$ cat src/design/lpbc_pkg.sv
package lpbc_pkg;

  localparam int ColorW = 15;
  localparam int ChanW  = 5;
  localparam int ProdW  = 2 * ChanW;
  localparam int LayerW = 3;
  localparam int PrioW  = 3;

  localparam logic [LayerW-1:0] LAYER_SPRITE   = 3'd4;
  localparam logic [LayerW-1:0] LAYER_BACKDROP = 3'd5;
  localparam logic [PrioW-1:0]  PRIO_BACKDROP  = 3'd4;

  localparam logic [ChanW-1:0] CHAN_MAX   = 5'h1F;
  localparam logic [4:0]       WEIGHT_MAX = 5'd16;

  localparam logic [2:0] REG_DISPLAY_CONTROL   = 3'd0;
  localparam logic [2:0] REG_BG_PRIORITIES     = 3'd1;
  localparam logic [2:0] REG_BLEND_CONTROL     = 3'd2;
  localparam logic [2:0] REG_ALPHA_WEIGHTS     = 3'd3;
  localparam logic [2:0] REG_BRIGHTNESS_WEIGHT = 3'd4;
  localparam logic [2:0] REG_BACKDROP_COLOR    = 3'd5;

  localparam logic [1:0] MODE_NONE     = 2'd0;
  localparam logic [1:0] MODE_ALPHA    = 2'd1;
  localparam logic [1:0] MODE_BRIGHTEN = 2'd2;
  localparam logic [1:0] MODE_DARKEN   = 2'd3;

  typedef enum logic [1:0] {
    OP_NONE,
    OP_ALPHA,
    OP_BRIGHTEN,
    OP_DARKEN
  } blend_op_t;

  typedef struct packed {
    logic [ColorW-1:0] top_c;
    logic [ColorW-1:0] sec_c;
    logic [LayerW-1:0] top_l;
    logic [LayerW-1:0] sec_l;
  } layer_sel_t;

  function automatic logic [4:0] clamp16(input logic [4:0] w);
    return (w > WEIGHT_MAX) ? WEIGHT_MAX : w;
  endfunction

endpackage

$ cat src/design/lpbc_layer_sel.sv
module lpbc_layer_sel
  import lpbc_pkg::*;
(
  input  logic [ColorW-1:0] bg_color [4],
  input  logic [3:0]        bg_valid,
  input  logic [ColorW-1:0] sprite_color,
  input  logic [1:0]        sprite_priority,
  input  logic              sprite_valid,
  input  logic [5:0]        display_control,
  input  logic [7:0]        bg_priorities,
  input  logic [ColorW-1:0] backdrop_color,
  output layer_sel_t        sel
);

  always_comb begin
    logic [PrioW-1:0] top_p;
    logic [PrioW-1:0] sec_p;
    logic [PrioW-1:0] p;
    sel.top_c = backdrop_color;
    sel.sec_c = backdrop_color;
    sel.top_l = LAYER_BACKDROP;
    sel.sec_l = LAYER_BACKDROP;
    top_p = PRIO_BACKDROP;
    sec_p = PRIO_BACKDROP;
    // Backgrounds in ascending order, so a strict compare keeps the lower one on ties.
    for (int b = 0; b < 4; b++) begin
      p = {1'b0, bg_priorities[2*b +: 2]};
      if (display_control[b] && bg_valid[b]) begin
        if (p < top_p) begin
          sel.sec_c = sel.top_c;
          sel.sec_l = sel.top_l;
          sec_p = top_p;
          sel.top_c = bg_color[b];
          sel.top_l = LayerW'(b);
          top_p = p;
        end else if (p < sec_p) begin
          sel.sec_c = bg_color[b];
          sel.sec_l = LayerW'(b);
          sec_p = p;
        end
      end
    end
    // The sprite wins ties against any background.
    p = {1'b0, sprite_priority};
    if (display_control[4] && sprite_valid) begin
      if (p <= top_p) begin
        sel.sec_c = sel.top_c;
        sel.sec_l = sel.top_l;
        sel.top_c = sprite_color;
        sel.top_l = LAYER_SPRITE;
      end else if (p <= sec_p) begin
        sel.sec_c = sprite_color;
        sel.sec_l = LAYER_SPRITE;
      end
    end
  end

endmodule

$ cat src/design/layer_priority_blend_compositor.sv
// Layer priority compositor with color blending, one screen pixel per transaction.
//
// Input channel (in_*): four background colors with opaque bits and one sprite
// pixel with priority, valid and semi-transparent flags, all BGR555. Result
// channel (out_*): one RGB888 pixel per input transaction, in order.
// Configuration (cfg_*): registers are written through cfg_wr_en, cfg_index
// and cfg_wdata while no pixel is in flight.
//
// The pipeline has three register stages: layer selection, blend decision
// with the per-channel weight products, and sum, saturate and format into the
// output register, whose valid bit drives out_valid. One pixel is taken every
// cycle when the receiver does not stall.
// Each stage holds while the stage after it is full and blocked, so a stall on
// the result channel backs up into in_stall only once all stages are full;
// nothing is dropped or repeated. Reset empties the pipeline and clears every
// configuration register to zero. Forced blank yields white pixels.
module layer_priority_blend_compositor
  import lpbc_pkg::*;
(
  input  logic              clk,
  input  logic              rst_n,
  input  logic              in_valid,
  output logic              in_stall,
  input  logic [ColorW-1:0] in_bg0_color,
  input  logic [ColorW-1:0] in_bg1_color,
  input  logic [ColorW-1:0] in_bg2_color,
  input  logic [ColorW-1:0] in_bg3_color,
  input  logic [3:0]        in_bg_valid,
  input  logic [ColorW-1:0] in_sprite_color,
  input  logic [1:0]        in_sprite_priority,
  input  logic              in_sprite_valid,
  input  logic              in_sprite_semi_transparent,
  output logic              out_valid,
  input  logic              out_stall,
  output logic [7:0]        out_red,
  output logic [7:0]        out_green,
  output logic [7:0]        out_blue,
  input  logic              cfg_wr_en,
  input  logic [2:0]        cfg_index,
  input  logic [14:0]       cfg_wdata
);

  logic [5:0]        display_control_r;
  logic [7:0]        bg_priorities_r;
  logic [13:0]       blend_control_r;
  logic [12:0]       alpha_weights_r;
  logic [4:0]        brightness_weight_r;
  logic [ColorW-1:0] backdrop_color_r;

  always_ff @(posedge clk) begin
    if (!rst_n) begin
      display_control_r   <= '0;
      bg_priorities_r     <= '0;
      blend_control_r     <= '0;
      alpha_weights_r     <= '0;
      brightness_weight_r <= '0;
      backdrop_color_r    <= '0;
    end else if (cfg_wr_en) begin
      unique case (cfg_index)
        REG_DISPLAY_CONTROL:   display_control_r   <= cfg_wdata[5:0];
        REG_BG_PRIORITIES:     bg_priorities_r     <= cfg_wdata[7:0];
        REG_BLEND_CONTROL:     blend_control_r     <= cfg_wdata[13:0];
        REG_ALPHA_WEIGHTS:     alpha_weights_r     <= cfg_wdata[12:0];
        REG_BRIGHTNESS_WEIGHT: brightness_weight_r <= cfg_wdata[4:0];
        REG_BACKDROP_COLOR:    backdrop_color_r    <= cfg_wdata[14:0];
        default: ;
      endcase
    end
  end

  logic [1:0] mode;
  logic [5:0] first_t;
  logic [5:0] second_t;
  logic [4:0] eva;
  logic [4:0] evb;
  logic [4:0] evy;

  assign mode     = blend_control_r[7:6];
  assign first_t  = blend_control_r[5:0];
  assign second_t = blend_control_r[13:8];
  assign eva      = clamp16(alpha_weights_r[4:0]);
  assign evb      = clamp16(alpha_weights_r[12:8]);
  assign evy      = clamp16(brightness_weight_r);

  // Stage handshake: a stage loads when it is empty or its contents move on.
  logic v1_r, v2_r, v3_r;
  logic rdy1, rdy2, rdy3;

  assign rdy3     = !v3_r || !out_stall;
  assign rdy2     = !v2_r || rdy3;
  assign rdy1     = !v1_r || rdy2;
  assign in_stall = !rdy1;

  always_ff @(posedge clk) begin
    if (!rst_n) begin
      v1_r <= 1'b0;
      v2_r <= 1'b0;
      v3_r <= 1'b0;
    end else begin
      if (rdy1) v1_r <= in_valid;
      if (rdy2) v2_r <= v1_r;
      if (rdy3) v3_r <= v2_r;
    end
  end

  // Stage 1: layer selection.
  logic [ColorW-1:0] bg_color [4];
  layer_sel_t        sel_nxt;
  layer_sel_t        sel_r;
  logic              semi_r;

  assign bg_color[0] = in_bg0_color;
  assign bg_color[1] = in_bg1_color;
  assign bg_color[2] = in_bg2_color;
  assign bg_color[3] = in_bg3_color;

  lpbc_layer_sel u_layer_sel (
    .bg_color        (bg_color),
    .bg_valid        (in_bg_valid),
    .sprite_color    (in_sprite_color),
    .sprite_priority (in_sprite_priority),
    .sprite_valid    (in_sprite_valid),
    .display_control (display_control_r),
    .bg_priorities   (bg_priorities_r),
    .backdrop_color  (backdrop_color_r),
    .sel             (sel_nxt)
  );

  always_ff @(posedge clk) begin
    if (rdy1) begin
      sel_r  <= sel_nxt;
      semi_r <= in_sprite_semi_transparent;
    end
  end

  // Stage 2: blend decision and weight products.
  blend_op_t        op_nxt, op_r;
  logic [ChanW-1:0] ch_nxt [3];
  logic [ProdW-1:0] pa_nxt [3];
  logic [ProdW-1:0] pb_nxt [3];
  logic [ChanW-1:0] ch_r   [3];
  logic [ProdW-1:0] pa_r   [3];
  logic [ProdW-1:0] pb_r   [3];

  always_comb begin
    logic top_first;
    logic sec_second;
    logic [ChanW-1:0] c2;
    top_first  = first_t[sel_r.top_l];
    sec_second = second_t[sel_r.sec_l];
    // A semi-transparent sprite on top blends with any second target;
    // otherwise the mode decides as usual.
    priority if (sel_r.top_l == LAYER_SPRITE && semi_r && sec_second) begin
      op_nxt = OP_ALPHA;
    end else if (mode == MODE_ALPHA && top_first && sec_second) begin
      op_nxt = OP_ALPHA;
    end else if (mode == MODE_BRIGHTEN && top_first) begin
      op_nxt = OP_BRIGHTEN;
    end else if (mode == MODE_DARKEN && top_first) begin
      op_nxt = OP_DARKEN;
    end else begin
      op_nxt = OP_NONE;
    end
    for (int k = 0; k < 3; k++) begin
      ch_nxt[k] = sel_r.top_c[ChanW*k +: ChanW];
      c2        = sel_r.sec_c[ChanW*k +: ChanW];
      pb_nxt[k] = c2 * evb;
      unique case (op_nxt)
        OP_BRIGHTEN: pa_nxt[k] = (CHAN_MAX - ch_nxt[k]) * evy;
        OP_DARKEN:   pa_nxt[k] = ch_nxt[k] * evy;
        default:     pa_nxt[k] = ch_nxt[k] * eva;
      endcase
    end
  end

  always_ff @(posedge clk) begin
    if (rdy2) begin
      op_r <= op_nxt;
      ch_r <= ch_nxt;
      pa_r <= pa_nxt;
      pb_r <= pb_nxt;
    end
  end

  // Stage 3: sum, saturate and format into the output register.
  logic [7:0] rgb_nxt [3];

  always_comb begin
    logic [ProdW:0]   sum;
    logic [ProdW-4:0] q;
    logic [ChanW-1:0] v;
    for (int k = 0; k < 3; k++) begin
      sum = {1'b0, pa_r[k]} + {1'b0, pb_r[k]};
      q   = sum[ProdW:4];
      unique case (op_r)
        OP_ALPHA:    v = (q > {2'b00, CHAN_MAX}) ? CHAN_MAX : q[ChanW-1:0];
        OP_BRIGHTEN: v = ch_r[k] + pa_r[k][ChanW+3:4];
        OP_DARKEN:   v = ch_r[k] - pa_r[k][ChanW+3:4];
        default:     v = ch_r[k];
      endcase
      rgb_nxt[k] = display_control_r[5] ? 8'hFF : {v, 3'b000};
    end
  end

  always_ff @(posedge clk) begin
    if (rdy3) begin
      out_red   <= rgb_nxt[0];
      out_green <= rgb_nxt[1];
      out_blue  <= rgb_nxt[2];
    end
  end

  assign out_valid = v3_r;

endmodule
$ cat config.mk
export PLATFORM = sky130hd
export DESIGN_NAME = layer_priority_blend_compositor
export DESIGN_NICKNAME = d
export VERILOG_FILES = /design/src/design/lpbc_pkg.sv /design/src/design/lpbc_layer_sel.sv /design/src/design/layer_priority_blend_compositor.sv
export SDC_FILE = /design/constraint.sdc
export NUM_CORES = 1
export LEC_CHECK = 0
export BUFFER_PORTS_ARGS = -buffer_cell sky130_fd_sc_hd__buf_4
export CAP_MARGIN = 20
export CORE_MARGIN = 5
export CORE_UTILIZATION = 40
export CTS_CLUSTER_DIAMETER = 40
export DETAILED_ROUTE_END_ITERATION = 8
export PLACE_DENSITY = 0.59
export SYNTH_ARGS = -nofsm -noshare
export SYNTH_HDL_FRONTEND = slang
export SYNTH_SLANG_ARGS = --single-unit
$ cat constraint.sdc
create_clock -name clk -period 10.5 [get_ports clk]
set_input_delay 0.525 -clock clk [delete_from_list [all_inputs] [get_ports clk]]
set_output_delay 0.525 -clock clk [all_outputs]
set_load 0.02 [all_outputs]
==> metrics.cfg, run 1 <==
[pwr]
p_leak_uw=0.0110
power_density_mw_per_mm2=77.5
vdd_ir_drop_max_mv=0.0854

[detailed_routing]
drc=0
route.vias.total=16565
detail-route-antenna-nets=0
detail_route.wirelength_um=57500
viasPerCell=5.28
drt_iter0_drc=1074
first_pass_iters=5
avgRoutedWirePerCell_um=18.3

[cts]
clockBufferDepth=2
cts-root-buf=clkbuf_16
worstSkewPairLatency_ps=450
h-tree-depth=4
cts_sinks=191
cts.repair.resized=0
cts_tree=done
cts-buffers-inserted=17
post_cts_buffers=0
clk_pin_slew_ps=80
cts_hold_buf=0

[synthesis]
synth_largest_area_cell=edfxtp_1
synthesis.area_mm2=0.0208
postSynthCellCount=2384
synth_seq_cells=191
synth_cell_types=71
syn_area_per_cell_um2=8.73
yosysWarnings=0
syn-num-nets=2871
synth-edff-count=130
ys.flop_type=edfxtp_1
yosys-top-cells-area=edfxtp_1 19%, ha_1 16%, fa_1 11%, nand2_1 6.3%, dfxtp_1 5.9%
async_flop_share=0
synth.top_cell.area_share=0.188
ys_seq_area_frac=0.246

[critical_path]
critical_path.startpoint=display_control_r[0]
arrival_ps=8930
reg2regPathDepth=27
worstReg2RegStart=display_control_r[0]
cp-start-kind=register
path_class=reg -> reg
worstPathMaxFanout=34
r2r-end=sel_r[7]
critPathCapture=sel_r[7]
ff2ff_setup_slack_ps=1880
endpoint_kind=register
critPathRequiredTime_ps=10810

[finish]
drive_gt1_frac=0.111
nets=2932
num-fill-cells=5000
final_area_mm2=0.0230
area_growth_pct=10.4
num_antenna_cells=0

[sta]
finalHoldViolCount=0
fin_crit_sh=0.821
fmax_mhz=116
worst_slew_pin_slew_ps=1100
finalSetupTns_ps=0
slew_headroom=0.264
rsz0062_at_grt=false
slew_violations=0
finalCriticalPeriod_ps=8620
skew_ps=13.4
setup_violations=0

[flow_run]
drv_cap=0

[floorplan]
ioPinCount=132
core_area_mm2=0.0514
rows=83
dieArea_mm2=0.0567
die_y_um=238
start_util=0.405
die_x_um=238

[grt]
grt-ovfl-total=0
grt_max_degree=78
first_global_vias=16313
grt_first_pass_wirelength_um=90400
grt_usage=0.201
antenna_found_initial=0

[min_path]
hp-class=in -> reg

[place]
port_buffers=131
dpl_cell_area_mm2=0.0223
dp_hpwl_um=44600
gp_congestion=0.876

[outcome]
status=finished, final reports clean

-- critical path, stage by stage (launching register included) --
cell      delay (ps)
dfxtp_1          520
nand3_1          180
ha_1             360
a21oi_2           60
buf_4            230
o21bai_2         820
mux2_2           450
ha_1             310
o21ai_0          380
a31oi_4           90
nand2b_4         310
o21ai_0          480
ha_1             340
o31ai_1           90
a22oi_1          160
nor2_2           590
buf_4            370
nand2_1           90
nand2_1           70
ha_1             130
nor2b_1           40
o21ai_0          200
nand2b_1         720
and2_1           660
buf_4            460
a22o_1           200
nand2_1           50
nand3_1          100
-- cell type report --
type,count,area [um^2],share of cell area
tap,680,851,0.0371
clock buffer,19,475,0.0207
timing repair buffer,166,1250,0.0543
inverter,286,1070,0.0468
clock inverter,13,140,0.00610
multi-input combinational,1783,14000,0.612
sequential,191,5120,0.223
-- flip-flops by register name, indices dropped and copies added (netlist names) --
register and flops:
pa_r 30, pb_r 30, sel_r 21, backdrop_color_r 15, ch_nxt 15, ch_r 15, blend_control_r 14, alpha_weights_r 10
bg_priorities_r 8, display_control_r 6, out_red 6, brightness_weight_r 5, out_blue 5, out_green 5, op_r 2, out_valid 1
semi_r 1, v1_r 1, v2_r 1
-- synthesized netlist by cell type (32+ instances only) --
| cell | n |
|---|---|
| and2_1 | 108 |
| nand2b_1 | 32 |
| inv_1 | 286 |
| fa_1 | 114 |
| ha_1 | 267 |
| a21oi_1 | 96 |
| xnor2_1 | 65 |
| nor2b_1 | 51 |
| o21ai_0 | 92 |
| mux2_2 | 42 |
| nand2_1 | 347 |
| nor2_1 | 148 |
| mux2i_1 | 40 |
| clkbuf_1 | 87 |
| dfxtp_1 | 61 |
| a21boi_0 | 52 |
| edfxtp_1 | 130 |
-- placed cells by master, fill, tap and decap left out, types with 19 or more instances in the layout --
cell,n
o211ai_1,21
clkbuf_16,19
nor2_1,148
mux2_2,42
and2_1,108
fa_1,114
o21bai_1,22
xor2_1,25
o21ai_0,92
ha_1,267
mux2i_1,40
xnor2_1,65
nor3_1,23
a21o_1,25
a21oi_1,95
nand2_1,347
dfxtp_1,61
edfxtp_1,130
buf_4,166
a32oi_1,20
nand3_1,27
a21boi_0,52
inv_1,285
nand2b_1,32
nor2b_1,51
-- layer usage --
metal / GRT usage / share of wire / vias to the layer above
met5: 0 / 0 / -
met4: 0.0572 / 0.024 / 0
met3: 0.0214 / 0.035 / 56
met2: 0.343 / 0.48 / 342
met1: 0.271 / 0.46 / 8023
li1: - / - / 8144
-- how the worst min path moves through the flow --
stage,start,end,depth (start not counted)
floorplan,alpha_weights_r[0],alpha_weights_r[0],2
global placement,alpha_weights_r[0],alpha_weights_r[0],2
detailed placement,alpha_weights_r[0],alpha_weights_r[0],2
CTS,in_sprite_semi_transparent,semi_r,1
global route,in_valid,v1_r,2
finish,in_valid,v1_r,2
-- power breakdown --
| part | internal, uW | total (uW) | switching (uW) |
|---|---|---|---|
| Combinational | 108 | 250 | 143 |
| Clock | 365 | 680 | 314 |
| Sequential | 823 | 848 | 25.4 |
-- metrics by stage --
| step | power [uW] | instances | util | setup slack, ps | hold WS (ps) |
|---|---|---|---|---|---|
| floorplan | 1000 | 2384 | - | 4090 | 439 |
| global placement | 1110 | 3106 | 0.435 | 2040 | 448 |
| detailed placement | 1120 | 3106 | 0.435 | 1920 | 457 |
| CTS | 1800 | 3138 | 0.447 | 1990 | 252 |
| global route | 1860 | 3138 | 0.447 | 1300 | 262 |
| finish | 1780 | 3138 | 0.447 | 1880 | 283 |
-- kinds of logic after synthesis --
| family | count (synthesis) | synth area share |
|---|---|---|
| AO/OA/AOI/OAI | 443 | 0.144 |
| AND/OR/NAND/NOR | 775 | 0.172 |
| XOR/XNOR | 90 | 0.0379 |
| buffers and inverters | 410 | 0.0792 |
| multiplexers | 91 | 0.0492 |
| flip-flops | 191 | 0.246 |
| adder cells (fa/ha/maj) | 384 | 0.272 |
Note: power is estimated with default switching activity, not from simulation.
==> run 2: changes to the inputs <==
==> constraint.sdc (replaced) <==
create_clock -name clk -period 8.1 [get_ports clk]
set_input_delay 0.405 -clock clk [delete_from_list [all_inputs] [get_ports clk]]
set_output_delay 0.405 -clock clk [all_outputs]
set_load 0.02 [all_outputs]
==> metrics.cfg, run 2 (same netlist as run 1, synthesis figures left out) <==
[cts]
cts_tree=done
cts-buffers-inserted=17  ; unchanged
worstSkewPairLatency_ps=450  ; about the same
cts_sinks=191  ; unchanged
clk_pin_slew_ps=70  ; about the same
cts.repair.resized=0  ; unchanged
h-tree-depth=4  ; unchanged
cts_hold_buf=0  ; unchanged
cts-root-buf=clkbuf_16
clockBufferDepth=2  ; unchanged
post_cts_buffers=0  ; unchanged

[critical_path]
endpoint_kind=register
worstPathMaxFanout=19  ; -44%
critical_path.most_common_cell=ha_1
arrival_ps=7490  ; -1440 ps
critPathRequiredTime_ps=8300  ; -2510 ps
crit_buf_inv=4  ; +1
cp-start-kind=register
cpPeakStageDelay_ps=710  ; -110 ps
path_class=reg -> reg
cp_top_family=compound AO/OA/AOI/OAI gates
crit_slowest_cell=a221oi_4

[detailed_routing]
detail-route-antenna-nets=0  ; unchanged
viasPerCell=5.30  ; +0.42%
first_pass_iters=5  ; unchanged
avgRoutedWirePerCell_um=18.1  ; -1.4%
detail_route.wirelength_um=56800  ; -1.2%
drc=0  ; unchanged
route.vias.total=16671  ; +0.64%
drt_iter0_drc=1078  ; +0.37%

[sta]
worst_slew_pin_slew_ps=1040  ; -66.6 ps
skew_ps=12.7  ; -0.711 ps
fin_crit_sh=0.899  ; +0.0782
setup_violations=0  ; unchanged
rsz0062_at_grt=false
slew_violations=0  ; unchanged
fmax_mhz=137  ; +18%
finalHoldViolCount=0  ; unchanged
finalSetupTns_ps=0  ; unchanged
slew_headroom=0.309  ; +0.0444
finalCriticalPeriod_ps=7290  ; -1340 ps

[finish]
final_area_mm2=0.0230  ; +0.22%
area_growth_pct=10.6
layout_common_cells=347 x nand2_1, 285 x inv_1, 267 x ha_1
drive_gt1_frac=0.113  ; +0.00212
mostFrequentLayoutCell=nand2_1
nets=2940  ; +0.27%
num-fill-cells=5058  ; +1.2%
num_antenna_cells=0  ; unchanged
reg_top3=pa_r (30), pb_r (30), sel_r (21)

[pwr]
combPwrFrac=0.143  ; +0.002
power_density_mw_per_mm2=99.6  ; +29%
p_sw_frac=0.263  ; -0.00839
power.total_uw=2290  ; +29%
p_leak_uw=0.0111  ; +0.38%
switchingPower_uw=602  ; +25%
power_frac_seq=0.478  ; about the same
internal-power_uw=1690  ; +30%
clkPwrFrac=0.379  ; -0.003
vdd_ir_drop_max_mv=0.100  ; +17%

[flow_run]
drv_cap=0  ; unchanged

[floorplan]
die_y_um=238  ; unchanged
core_area_mm2=0.0514  ; unchanged
ioPinCount=132  ; unchanged
rows=83  ; unchanged
die_x_um=238  ; unchanged
dieArea_mm2=0.0567  ; unchanged
start_util=0.405  ; unchanged

[place]
port_buffers=131  ; unchanged
dp_hpwl_um=44400  ; -0.56%
gp_congestion=0.865  ; -1.3%
dpl_cell_area_mm2=0.0224  ; +0.20%

[grt]
grt_usage=0.200  ; -0.000836
grt_first_pass_wirelength_um=89800  ; -0.64%
grt-ovfl-total=0  ; unchanged
grt_max_degree=78  ; unchanged
antenna_found_initial=0  ; unchanged
first_global_vias=16349  ; +0.22%

[min_path]
hp-class=in -> reg

[outcome]
status=finished, final reports clean

==> run 2: per-stage QoR <==
step / utilization / hold slack (ps) / instances / worst slack (ps)
after global placement: 0.436 / 450 / 3112 / 958
after CTS: 0.447 / 130 / 3143 / 889
final: 0.448 / 154 / 3145 / 814
after detailed placement: 0.436 / 454 / 3112 / 879
after global routing: 0.448 / 136 / 3145 / 405
after floorplan: - / 439 / 2384 / 1810
==> run 2: power groups by stage <==
stage / Sequential, uW / Combinational [uW] / Clock [uW]
6_report: 1100 / 328 / 868
3_3_place_gp: 1120 / 323 / 0
4_1_cts: 1100 / 328 / 889
3_5_place_dp: 1120 / 327 / 0
2_1_floorplan: 1120 / 180 / 0
5_1_grt: 1100 / 361 / 926
==> run 2: layout make-up <==
class	instances	area, um^2	share of cell area
Sequential cell	191	5120	0.223
Tap cell	680	851	0.0370
Timing Repair Buffer	174	1310	0.0568
Inverter	286	1070	0.0467
Multi-Input combinational cell	1783	14000	0.611
Clock buffer	21	504	0.0219
Clock inverter	10	101	0.00440
==> run 2: final timing paths <==
| path | start | slack (ps) | to | depth (start not counted) |
|---|---|---|---|---|
| worst max-delay path | display_control_r[0] | 810 | sel_r[20] | 26 |
| worst min-delay path | in_valid | 150 | v1_r | 2 |
| worst max register to register | display_control_r[0] | 810 | sel_r[20] | 26 |
| worst min register to register | alpha_weights_r[9] | 460 | alpha_weights_r[9] | 2 |
==> run 2: per-layer routing <==
metal / track usage / vias up / part of all wire
met5: 0 / - / 0
met4: 0.0687 / 0 / 0.035
met3: 0.0294 / 104 / 0.050
met2: 0.330 / 417 / 0.46
met1: 0.270 / 7989 / 0.45
li1: - / 8161 / -
